==> src/design/ilid_pkg.sv <==
// ----------------------------------------------------------------------------
// ilid_pkg
// Shared opcodes, status codes and controller/datapath interface structs for
// the indexed list insert/delete core.
// ----------------------------------------------------------------------------
package ilid_pkg;

	localparam int OP_W   = 3;
	localparam int POS_W  = 8;
	localparam int DATA_W = 32;
	localparam int ST_W   = 2;
	localparam int LEN_W  = 7;

	localparam logic [OP_W-1:0] OP_GET      = 3'd0;
	localparam logic [OP_W-1:0] OP_INS_HEAD = 3'd1;
	localparam logic [OP_W-1:0] OP_INS_TAIL = 3'd2;
	localparam logic [OP_W-1:0] OP_INS_POS  = 3'd3;
	localparam logic [OP_W-1:0] OP_DELETE   = 3'd4;

	localparam logic [ST_W-1:0] ST_DONE  = 2'd0;
	localparam logic [ST_W-1:0] ST_RANGE = 2'd1;
	localparam logic [ST_W-1:0] ST_FULL  = 2'd2;

	// controller -> datapath
	typedef struct packed {
		logic capture;   // latch the incoming command
		logic eval;      // range check, set up the move pointer, read for get
		logic shift;     // move one entry (or end the move)
		logic put;       // write the new value, bump the count
		logic load_out;  // load the result register
	} ilid_cmd_t;

	// datapath -> controller
	typedef struct packed {
		logic ins_ok;
		logic del_ok;
		logic ins_op;    // latched opcode is one of the inserts
		logic more;      // move loop has another entry to move
	} ilid_stat_t;

endpackage

==> src/design/ilid_ctrl.sv <==
// ----------------------------------------------------------------------------
// ilid_ctrl
// Command sequencer: accepts a command, steps the datapath through the check,
// the entry moves and an insert's value write, and hands the result out.
// ----------------------------------------------------------------------------
module ilid_ctrl (
	input  logic                clk,
	input  logic                arst_n,
	input  logic                in_valid,
	output logic                in_ready,
	output logic                out_valid,
	input  logic                out_ready,
	input  ilid_pkg::ilid_stat_t stat,
	output ilid_pkg::ilid_cmd_t  cmd
);
	import ilid_pkg::*;

	localparam logic [2:0] S_IDLE   = 3'd0;
	localparam logic [2:0] S_EVAL   = 3'd1;
	localparam logic [2:0] S_SHIFT  = 3'd2;
	localparam logic [2:0] S_PUT    = 3'd3;
	localparam logic [2:0] S_RESULT = 3'd4;

	logic [2:0] state_q;
	logic [2:0] state_d;
	logic       out_valid_q;
	logic       slot_free;

	assign in_ready  = (state_q == S_IDLE);
	assign out_valid = out_valid_q;
	assign slot_free = !out_valid_q || out_ready;

	always_comb begin
		state_d      = state_q;
		cmd          = '0;
		cmd.capture  = in_valid && (state_q == S_IDLE);
		case (state_q)
			S_IDLE: begin
				if (in_valid)
					state_d = S_EVAL;
			end
			S_EVAL: begin
				cmd.eval = 1'b1;
				if (stat.ins_ok || stat.del_ok)
					state_d = S_SHIFT;
				else
					state_d = S_RESULT;
			end
			S_SHIFT: begin
				cmd.shift = 1'b1;
				if (!stat.more)
					state_d = stat.ins_op ? S_PUT : S_RESULT;
			end
			S_PUT: begin
				cmd.put = 1'b1;
				state_d = S_RESULT;
			end
			S_RESULT: begin
				if (slot_free) begin
					cmd.load_out = 1'b1;
					state_d      = S_IDLE;
				end
			end
			default: begin
				state_d = S_IDLE;
			end
		endcase
	end

	always_ff @(posedge clk or negedge arst_n) begin
		if (!arst_n) begin
			state_q     <= S_IDLE;
			out_valid_q <= 1'b0;
		end else begin
			state_q <= state_d;
			if (cmd.load_out)
				out_valid_q <= 1'b1;
			else if (out_ready)
				out_valid_q <= 1'b0;
		end
	end

`ifndef NO_ASSERTIONS
	a_load_slot: assert property (@(posedge clk) disable iff (!arst_n)
		cmd.load_out |-> slot_free)
		else $error("result loaded over an untaken result");
	a_accept_eval: assert property (@(posedge clk) disable iff (!arst_n)
		(in_valid && in_ready) |=> (state_q == S_EVAL))
		else $error("accepted transfer not evaluated");
	a_put_after_ins: assert property (@(posedge clk) disable iff (!arst_n)
		(state_q == S_PUT) |-> ($past(state_q) == S_SHIFT && stat.ins_op))
		else $error("value write outside an insert");
`endif

endmodule

==> src/design/ilid_dp.sv <==
// ----------------------------------------------------------------------------
// ilid_dp
// List datapath: entry memory (one write, one registered read port), count,
// range checks, move pointer and result register.
// ----------------------------------------------------------------------------
module ilid_dp #(
	parameter int CAPACITY = 64
) (
	input  logic                               clk,
	input  logic                               arst_n,
	input  ilid_pkg::ilid_cmd_t                cmd,
	output ilid_pkg::ilid_stat_t               stat,
	input  logic [ilid_pkg::OP_W-1:0]          opcode,
	input  logic [ilid_pkg::POS_W-1:0]         position,
	input  logic signed [ilid_pkg::DATA_W-1:0] data_in,
	output logic signed [ilid_pkg::DATA_W-1:0] read_value,
	output logic                               found,
	output logic [ilid_pkg::ST_W-1:0]          status,
	output logic [ilid_pkg::LEN_W-1:0]         length
);
	import ilid_pkg::*;

	localparam int ADDR_W = (CAPACITY > 1) ? $clog2(CAPACITY) : 1;
	localparam int CNT_W  = $clog2(CAPACITY + 1);
	localparam int CMP_W  = (CNT_W > POS_W) ? CNT_W : POS_W;

	logic [DATA_W-1:0] mem [CAPACITY];

	logic [OP_W-1:0]          opcode_q;
	logic [POS_W-1:0]         position_q;
	logic signed [DATA_W-1:0] data_q;

	logic [CNT_W-1:0] count_q;
	logic [CNT_W-1:0] pos_q;
	logic [CNT_W-1:0] dst_q;
	logic [ST_W-1:0]  res_status_q;
	logic             res_found_q;

	logic [DATA_W-1:0] rdata_q;
	logic              wr_pend_s1;
	logic [ADDR_W-1:0] waddr_s1;

	logic signed [DATA_W-1:0] read_value_q;
	logic                     found_q;
	logic [ST_W-1:0]          status_q;
	logic [LEN_W-1:0]         length_q;

	logic [CMP_W-1:0] pos_x;
	logic [CMP_W-1:0] cnt_x;
	logic [CMP_W-1:0] eff_x;
	logic             is_get, is_ins, is_del;
	logic             range_err, full_err;
	logic [ST_W-1:0]  eval_status;
	logic             more;
	logic             rd_en;
	logic [ADDR_W-1:0] rd_addr;
	logic             wr_en;
	logic [ADDR_W-1:0] wr_addr;
	logic [DATA_W-1:0] wr_data;

	// ---- command decode and range checks
	always_comb begin
		is_get = (opcode_q == OP_GET);
		is_ins = (opcode_q == OP_INS_HEAD) || (opcode_q == OP_INS_TAIL) ||
			(opcode_q == OP_INS_POS);
		is_del = (opcode_q == OP_DELETE);
		pos_x  = CMP_W'(position_q);
		cnt_x  = CMP_W'(count_q);
		case (opcode_q)
			OP_INS_HEAD: eff_x = '0;
			OP_INS_TAIL: eff_x = cnt_x;
			default:     eff_x = pos_x;
		endcase
		if (is_ins)
			range_err = (eff_x > cnt_x);
		else if (is_get || is_del)
			range_err = (pos_x >= cnt_x);
		else
			range_err = 1'b1;
		full_err = is_ins && !range_err && (count_q == CNT_W'(CAPACITY));
		if (range_err)
			eval_status = ST_RANGE;
		else if (full_err)
			eval_status = ST_FULL;
		else
			eval_status = ST_DONE;
	end

	// insert walks the destination down to pos+1, delete walks it up to count-2
	always_comb begin
		if (is_ins)
			more = (dst_q > pos_q);
		else
			more = ({1'b0, dst_q} + 1'b1) < {1'b0, count_q};
	end

	always_comb begin
		stat        = '0;
		stat.ins_ok = is_ins && !range_err && !full_err;
		stat.del_ok = is_del && !range_err;
		stat.ins_op = is_ins;
		stat.more   = more;
	end

	// ---- memory ports
	always_comb begin
		rd_en   = 1'b0;
		rd_addr = ADDR_W'(position_q);
		if (cmd.eval) begin
			rd_en   = is_get && !range_err;
			rd_addr = ADDR_W'(position_q);
		end else if (cmd.shift && more) begin
			rd_en   = 1'b1;
			rd_addr = is_ins ? ADDR_W'(dst_q - 1'b1) : ADDR_W'(dst_q + 1'b1);
		end
		wr_en   = wr_pend_s1 || cmd.put;
		wr_addr = wr_pend_s1 ? waddr_s1 : pos_q[ADDR_W-1:0];
		wr_data = wr_pend_s1 ? rdata_q : $unsigned(data_q);
	end

	always_ff @(posedge clk) begin
		if (wr_en)
			mem[wr_addr] <= wr_data;
	end

	always_ff @(posedge clk) begin
		if (rd_en)
			rdata_q <= mem[rd_addr];
	end

	// ---- command and working registers (payload)
	always_ff @(posedge clk) begin
		if (cmd.capture) begin
			opcode_q   <= opcode;
			position_q <= position;
			data_q     <= data_in;
		end
		if (cmd.eval) begin
			res_status_q <= eval_status;
			res_found_q  <= is_get && !range_err;
			pos_q        <= CNT_W'(eff_x);
			dst_q        <= is_ins ? count_q : CNT_W'(eff_x);
		end else if (cmd.shift && more) begin
			dst_q <= is_ins ? (dst_q - 1'b1) : (dst_q + 1'b1);
		end
		if (cmd.shift)
			waddr_s1 <= ADDR_W'(dst_q);
		if (cmd.load_out) begin
			read_value_q <= res_found_q ? $signed(rdata_q) : '0;
			found_q      <= res_found_q;
			status_q     <= res_status_q;
			length_q     <= LEN_W'(count_q);
		end
	end

	// ---- control state
	always_ff @(posedge clk or negedge arst_n) begin
		if (!arst_n) begin
			count_q    <= '0;
			wr_pend_s1 <= 1'b0;
		end else begin
			wr_pend_s1 <= cmd.shift && more;
			if (cmd.put)
				count_q <= count_q + 1'b1;
			else if (cmd.shift && !more && !is_ins)
				count_q <= count_q - 1'b1;
		end
	end

	assign read_value = read_value_q;
	assign found      = found_q;
	assign status     = status_q;
	assign length     = length_q;

`ifndef NO_ASSERTIONS
	a_count_cap: assert property (@(posedge clk) disable iff (!arst_n)
		count_q <= CNT_W'(CAPACITY))
		else $error("count above capacity");
	a_one_write: assert property (@(posedge clk) disable iff (!arst_n)
		!(wr_pend_s1 && cmd.put))
		else $error("move write and value write in one cycle");
	a_count_step: assert property (@(posedge clk) disable iff (!arst_n)
		(count_q != $past(count_q)) |->
		((count_q == CNT_W'($past(count_q) + 1'b1)) ||
		(count_q == CNT_W'($past(count_q) - 1'b1))))
		else $error("count changed by more than one");
`endif

endmodule

==> src/design/indexed_list_insert_delete_core.sv <==
// ----------------------------------------------------------------------------
// indexed_list_insert_delete_core
// Ordered list of up to CAPACITY signed 32-bit values with get, insert at
// head/tail/position and delete at position; one result per command.
// ----------------------------------------------------------------------------
// One command is in flight at a time. A get, a rejected command or an unknown
// opcode goes from the check straight to the result. With p the target
// position, an insert moves the entries from p up by one, starting at the
// tail, then writes the value at p; a delete moves the entries after p down.
// The moves go through the entry memory one entry per cycle on its single
// read port and single write port. A finished result sits in the output
// register while the next command is taken; a command finishing before the
// previous result is taken waits for it. The entry memory needs no clearing
// after reset.
module indexed_list_insert_delete_core #(
	parameter int CAPACITY = 64
) (
	input  logic                               clk,
	input  logic                               arst_n,
	input  logic                               in_valid,
	output logic                               in_ready,
	input  logic [ilid_pkg::OP_W-1:0]          opcode,
	input  logic [ilid_pkg::POS_W-1:0]         position,
	input  logic signed [ilid_pkg::DATA_W-1:0] data_in,
	output logic                               out_valid,
	input  logic                               out_ready,
	output logic signed [ilid_pkg::DATA_W-1:0] read_value,
	output logic                               found,
	output logic [ilid_pkg::ST_W-1:0]          status,
	output logic [ilid_pkg::LEN_W-1:0]         length
);
	import ilid_pkg::*;

	ilid_cmd_t  cmd;
	ilid_stat_t stat;

	ilid_ctrl u_ctrl (
		.clk       (clk),
		.arst_n    (arst_n),
		.in_valid  (in_valid),
		.in_ready  (in_ready),
		.out_valid (out_valid),
		.out_ready (out_ready),
		.stat      (stat),
		.cmd       (cmd)
	);

	ilid_dp #(
		.CAPACITY (CAPACITY)
	) u_dp (
		.clk        (clk),
		.arst_n     (arst_n),
		.cmd        (cmd),
		.stat       (stat),
		.opcode     (opcode),
		.position   (position),
		.data_in    (data_in),
		.read_value (read_value),
		.found      (found),
		.status     (status),
		.length     (length)
	);

endmodule
==> config.mk <==
export PLATFORM = sky130hd
export DESIGN_NAME = indexed_list_insert_delete_core
export DESIGN_NICKNAME = d
export VERILOG_FILES = /design/src/design/ilid_pkg.sv /design/src/design/ilid_ctrl.sv /design/src/design/ilid_dp.sv /design/src/design/indexed_list_insert_delete_core.sv
export SDC_FILE = /design/constraint.sdc
export NUM_CORES = 2
export LEC_CHECK = 0
export BUFFER_PORTS_ARGS = -buffer_cell sky130_fd_sc_hd__buf_2
export CAP_MARGIN = 5
export CELL_PAD_IN_SITES_DETAIL_PLACEMENT = 2
export CELL_PAD_IN_SITES_GLOBAL_PLACEMENT = 2
export CORE_ASPECT_RATIO = 1.25
export CORE_MARGIN = 2
export CORE_UTILIZATION = 48
export CTS_CLUSTER_SIZE = 24
export DETAILED_ROUTE_END_ITERATION = 8
export HOLD_SLACK_MARGIN = 0.03
export PLACE_DENSITY = 0.8
export SLEW_MARGIN = 10
export SYNTH_ARGS = -nofsm -noshare
export SYNTH_HDL_FRONTEND = slang
export SYNTH_SLANG_ARGS = --single-unit
==> constraint.sdc <==
create_clock -name clk -period 5.65 [get_ports clk]
set_clock_uncertainty 0.05 [all_clocks]
set_input_delay 0.565 -clock clk [delete_from_list [all_inputs] [get_ports clk]]
set_output_delay 0.565 -clock clk [all_outputs]
set_load 0.01 [all_outputs]
==> results of run 1 <==
-- synthesized netlist by cell type, drive strengths merged (37+ instances only) --
cell,count,area share [%]
edfxtp,2188,76
nand2,810,3.5
mux2i,346,4.0
nand3,231,1.3
mux4,176,4.6
a21oi,170,0.99
buf,160,1.2
clkbuf,124,0.54
nor2,116,0.52
o22ai,76,0.55
a22oi,71,0.62
a31oi,53,0.38
mux2,39,0.51
o21ai,39,0.23
and2,38,0.28
nand4,37,0.27
-- per-stage QoR --
stage	area [um2]	cells	hold WS (ns)	worst slack, ns
after global placement	91250	7500	0.3550	0.07707
after floorplan	86220	5066	0.2194	1.432
-- kinds of logic after synthesis --
kind of cell	after synthesis	synth area share, %
DFF	2200	76.56
adders and majority gates	35	0.5166
buffers and inverters	305	1.863
AOI/OAI and AO/OA	657	5.368
and+or+nand+nor	1292	6.390
xor gates and xnor gates	16	0.1625
muxes	561	9.143
==> results.md, run 1 <==
* Mapped Cells at 5066
* Yosys cell types at 76
* Synth Flop Type: edfxtp_1
* EDFF count, synth at 2188
* Err: [ERROR DPL-0033] detailed placement checks failed during check placement.
* # rows at 173
* Cell Area, Synth at 86220 um2
* Syn nets at 5148
* Chip height at 477.8 um
* Io pins at 91
* #FFs+latches synth at 2200
* Stage reached: detailed placement (3_5_place_dp)
* Async SR Flop Fraction at 0.5455%
* Chip width at 383.1 um
* Outcome: did not finish
* Initial Utilization at 48.40%
* Placer Congestion at 0.8549
* Hpwl dp at 232.9 mm
* Syn avg cell area at 17.02 um2
* Synth warn at 0
* PortBufs at 90
* Post-synthesis sequential area ratio at 76.56%
==> run 2, diff against run 1 <==
CELL_PAD_IN_SITES_DETAIL_PLACEMENT = unset   (was 2)
CELL_PAD_IN_SITES_GLOBAL_PLACEMENT = unset   (was 2)
CORE_ASPECT_RATIO = unset   (was 1.25)
CORE_UTILIZATION = 40   (was 48)
CTS_CLUSTER_SIZE = unset   (was 24)
HOLD_SLACK_MARGIN = unset   (was 0.03)
PLACE_DENSITY = unset   (was 0.8)
PLACE_DENSITY_LB_ADDON = 0.15   (was unset)
==> run 2 against run 1 <==
The flow now finishes without violations; area after synthesis is the same; synthesized cell count is the same.
==> results.md, run 2 <==
* Slowest CP cell: o41ai_1
* Tot GR Track Use at 23.61%
* Placer Congestion at 0.8851 (was 0.8549)
* Slew @ Worst Pin at 1.397 ns
* CTS tree: built
* Vias at 48721
* Chip height at 468.3 um (was 477.8 um)
* Maximum vdd drop at 0.3735 mV
* Top Usage Layer GRT: met2
* Critical path required time at 6.17 ns
* DRT iter0 DRCs at 5506
* Yosys cell types at 76 (unchanged)
* Longest Clk Path Bufs at 3
* DRT Pass-1 Iters at 6
* Met1 Resource Use GR at 34.36%
* Hold crit path type: in2reg
* Largest net degree at the start of global routing at 87
* Final net count at 5537
* Most common cell after layout, fill and taps aside: edfxtp_1
* WS Path Type: reg2reg
* Met2 GRT Util at 37.17%
* Max Cap Viol at 0
* Leak at 32.92 nW
* Max reg flops at 2048
* Outcome: complete, no violations (was did not finish)
* Cell taking the most area after synthesis: edfxtp_1 (unchanged)
* DP Cell Count at 8017
* Pins over their slew limit at 0
* Total gr overflow at 0
* Initial Utilization at 40.21% (was 48.40%)
* Combinational power share at 27.7%
* Syn avg cell area at 17.02 um2 (unchanged)
* Share of the synthesized area in the top cell type at 76.21% (unchanged)
* #FFs+latches synth at 2200 (unchanged)
* Drc violations at 0
* Int Pwr at 32.14 mW
* Synth area leaders: edfxtp_1, mux4_2, mux2i_1 (unchanged)
* Arr. time, crit path at 5.92 ns
* Mapped Cells at 5066 (unchanged)
* Routed len/inst at 30.81 um
* Chip width at 468.3 um (was 383.1 um)
* Post-synthesis sequential area ratio at 76.56% (unchanged)
* Slowest Stage Delay on Critical Path at 1.21 ns
* Area of the multi-input gates at 19290 um2
* CP bufs+invs at 3
* Die area at 219300 um2
* RSZ-0062 raised after global routing: false
* Most used cell, CP: ha_1
* Fillers at 18341
* Cell Area, Synth at 86220 um2 (unchanged)
* Setup WS post-layout at 0.2502 ns
* Layout cells sized above 1 at 18.32%
* Endpoint class of the critical path: flip-flop
* Worst-Skew Late Latency at 0.88 ns
* First-pass GRT wire length at 366.8 mm
* Crit path time final at 5.400 ns
* P&R area growth vs syn at 15.83%
* Non-filler cells in the finished layout at 8488
* Setup TNS at 0 ns
* Io pins at 91 (unchanged)
* Core Area at 214400 um2
* Post-synth top cells: edfxtp_1, nand2_1, mux2i_1 (unchanged)
* CTS buffer count at 224
* Fin. Hold Viols at 0
* Maximum clock rate at 0.1852 GHz
* Most flop-heavy register: u_dp.mem
* Commonest non-fill, non-tap cells in the layout: edfxtp_1, nand2_1, mux2i_1, buf_4, nand3_1
* Vias in the first global route at 47051
* EDFF count, synth at 2188 (unchanged)
* PortBufs at 90 (unchanged)
* Routed WL at 261.5 mm
* H-tree Lvls at 4
* Critical Path Start Type: flip-flop
* Vias per std cell at 5.740
* Syn nets at 5148 (unchanged)
* Storage cell area at 66000 um2
* Max_slew headroom at 5.645%
* Min Hold Slack at 0.08633 ns
* Top cell family by delay on the critical path: compound AO/OA/AOI/OAI gates
* Hpwl dp at 156.2 mm (was 232.9 mm)
* # rows at 170 (was 173)
* Crit share post-route at 95.57%
* Met3 usage at 3.871%
* Sw Pwr at 15.59 mW
* Synth Flop Type: edfxtp_1 (unchanged)
* Initial antenna violation count at 8
* CP cell instances: buf_4 > inv_1 > ha_1 > ha_1 > a211o_1 > a31oi_1 > o21ai_2 > o311a_1 > nor3_4 > buf_12 > mux2i_1 > o22ai_1 > o41ai_1 > a22o_1 > nand4_1
* DP Worst Slack at 0.02366 ns
* Synth warn at 0 (unchanged)
* Async SR Flop Fraction at 0.5455% (unchanged)
* Sw Ratio at 32.66%
* Clk pwr share at 30.0%
* Clk sinks at 2200
* Clk pin slew, worst setup/hold paths at 0.06 ns
* PD cells at 478.0 nW/um2
* Routed Antenna Nets at 0
* CP Max Fanout at 14
* CTS Root Cell: clkbuf_16
* Most common cell in the netlist: edfxtp_1 (unchanged)
* Register share of total power at 42.3%
* Final setup fails at 0
## run 2: cell counts after synthesis
No cell type changed its count.
## run 2: metal layers
layer  share of wire, %  routed length (um)  vias up
li1                   -                   -    20797
met1                 44              115200    25585
met2                 47              121800     2053
met3                7.3               19110      286
met4                2.1                5399        0
met5                  0                   0        -
## run 2: logic make-up (layout without fill, tap and decap cells)
group,after synthesis,in the layout,share of synthesized area [%]
adders and majority gates,35,35,0.5166
muxes,561,561,9.143
buffers and inverters,305,882,1.863
other,0,7,0
xor gates and xnor gates,16,16,0.1625
DFF,2200,2200,76.56
and+or+nand+nor,1292,1292,6.390
AOI/OAI and AO/OA,657,657,5.368
## run 2: stage by stage
step	area, um2	power (mW)	utilization (%)
finish	99860	47.73	46.58
detailed placement	92340	33.66	43.07
global placement	92340	33.59	43.07
CTS	99800	47.92	46.55
global route	99850	49.39	46.57
floorplan	86220	27.76	-
## run 2: timing repair
action	CTS	global route
setup buffers	0	5
endpoints found under the setup margin	0	14
hold buffers	45	0
gates resized for setup	0	2
endpoints found under the hold margin	56	0
## run 2: power groups by stage
stage                     Combinational [mW]  Clock, mW  Sequential (mW)
after floorplan                         7.40          0             20.4
after global placement                  13.1          0             20.5
after detailed placement                13.1          0             20.5
after CTS                               13.2       14.5             20.2
after global routing                    14.0       15.1             20.2
final                                   13.2       14.3             20.2
## run 2: cell type report
cell class,instances,share of cell area [%]
Clock inverter,129,1.042
Tap cell,2838,3.556
Antenna cell,7,0.01754
Sequential cell,2200,66.10
Clock buffer,285,5.976
Multi-Input combinational cell,2561,19.32
Inverter,21,0.07893
Timing Repair Buffer,447,3.912
## run 2: final timing paths
kind                                               startpoint                            to  slack, ns  cells after the start
min in group asynchronous                              arst_n  u_ctrl.out_valid$_DFFE_PN0P_       0.10                      2
hold / removal                                      out_ready  u_ctrl.out_valid$_DFFE_PN0P_       0.09                      3
hold reg to reg            u_dp.res_status_q[0]$_SDFFCE_PP1P_      u_dp.status[0]$_DFFE_PP_       0.46                      0
setup / recovery                      u_dp.dst_q[0]$_DFFE_PP_    u_dp.rdata_q[13]$_DFFE_PP_       0.25                     15
max in group asynchronous                              arst_n     u_dp.wr_pend_s1$_DFF_PN0_       5.16                      2
setup reg to reg                      u_dp.dst_q[0]$_DFFE_PP_    u_dp.rdata_q[13]$_DFFE_PP_       0.25                     15
## run 2: worst reg2reg max path, stage by stage, from the launching register on
cell	delay (ns)
edfxtp_1	0.48
buf_4	0.20
inv_1	0.15
ha_1	0.29
ha_1	0.20
a211o_1	0.30
a31oi_1	0.17
o21ai_2	0.15
o311a_1	0.42
nor3_4	0.36
buf_12	0.23
mux2i_1	0.24
o22ai_1	0.11
o41ai_1	1.21
a22o_1	0.43
nand4_1	0.13
(Power assumes the default switching activity.)
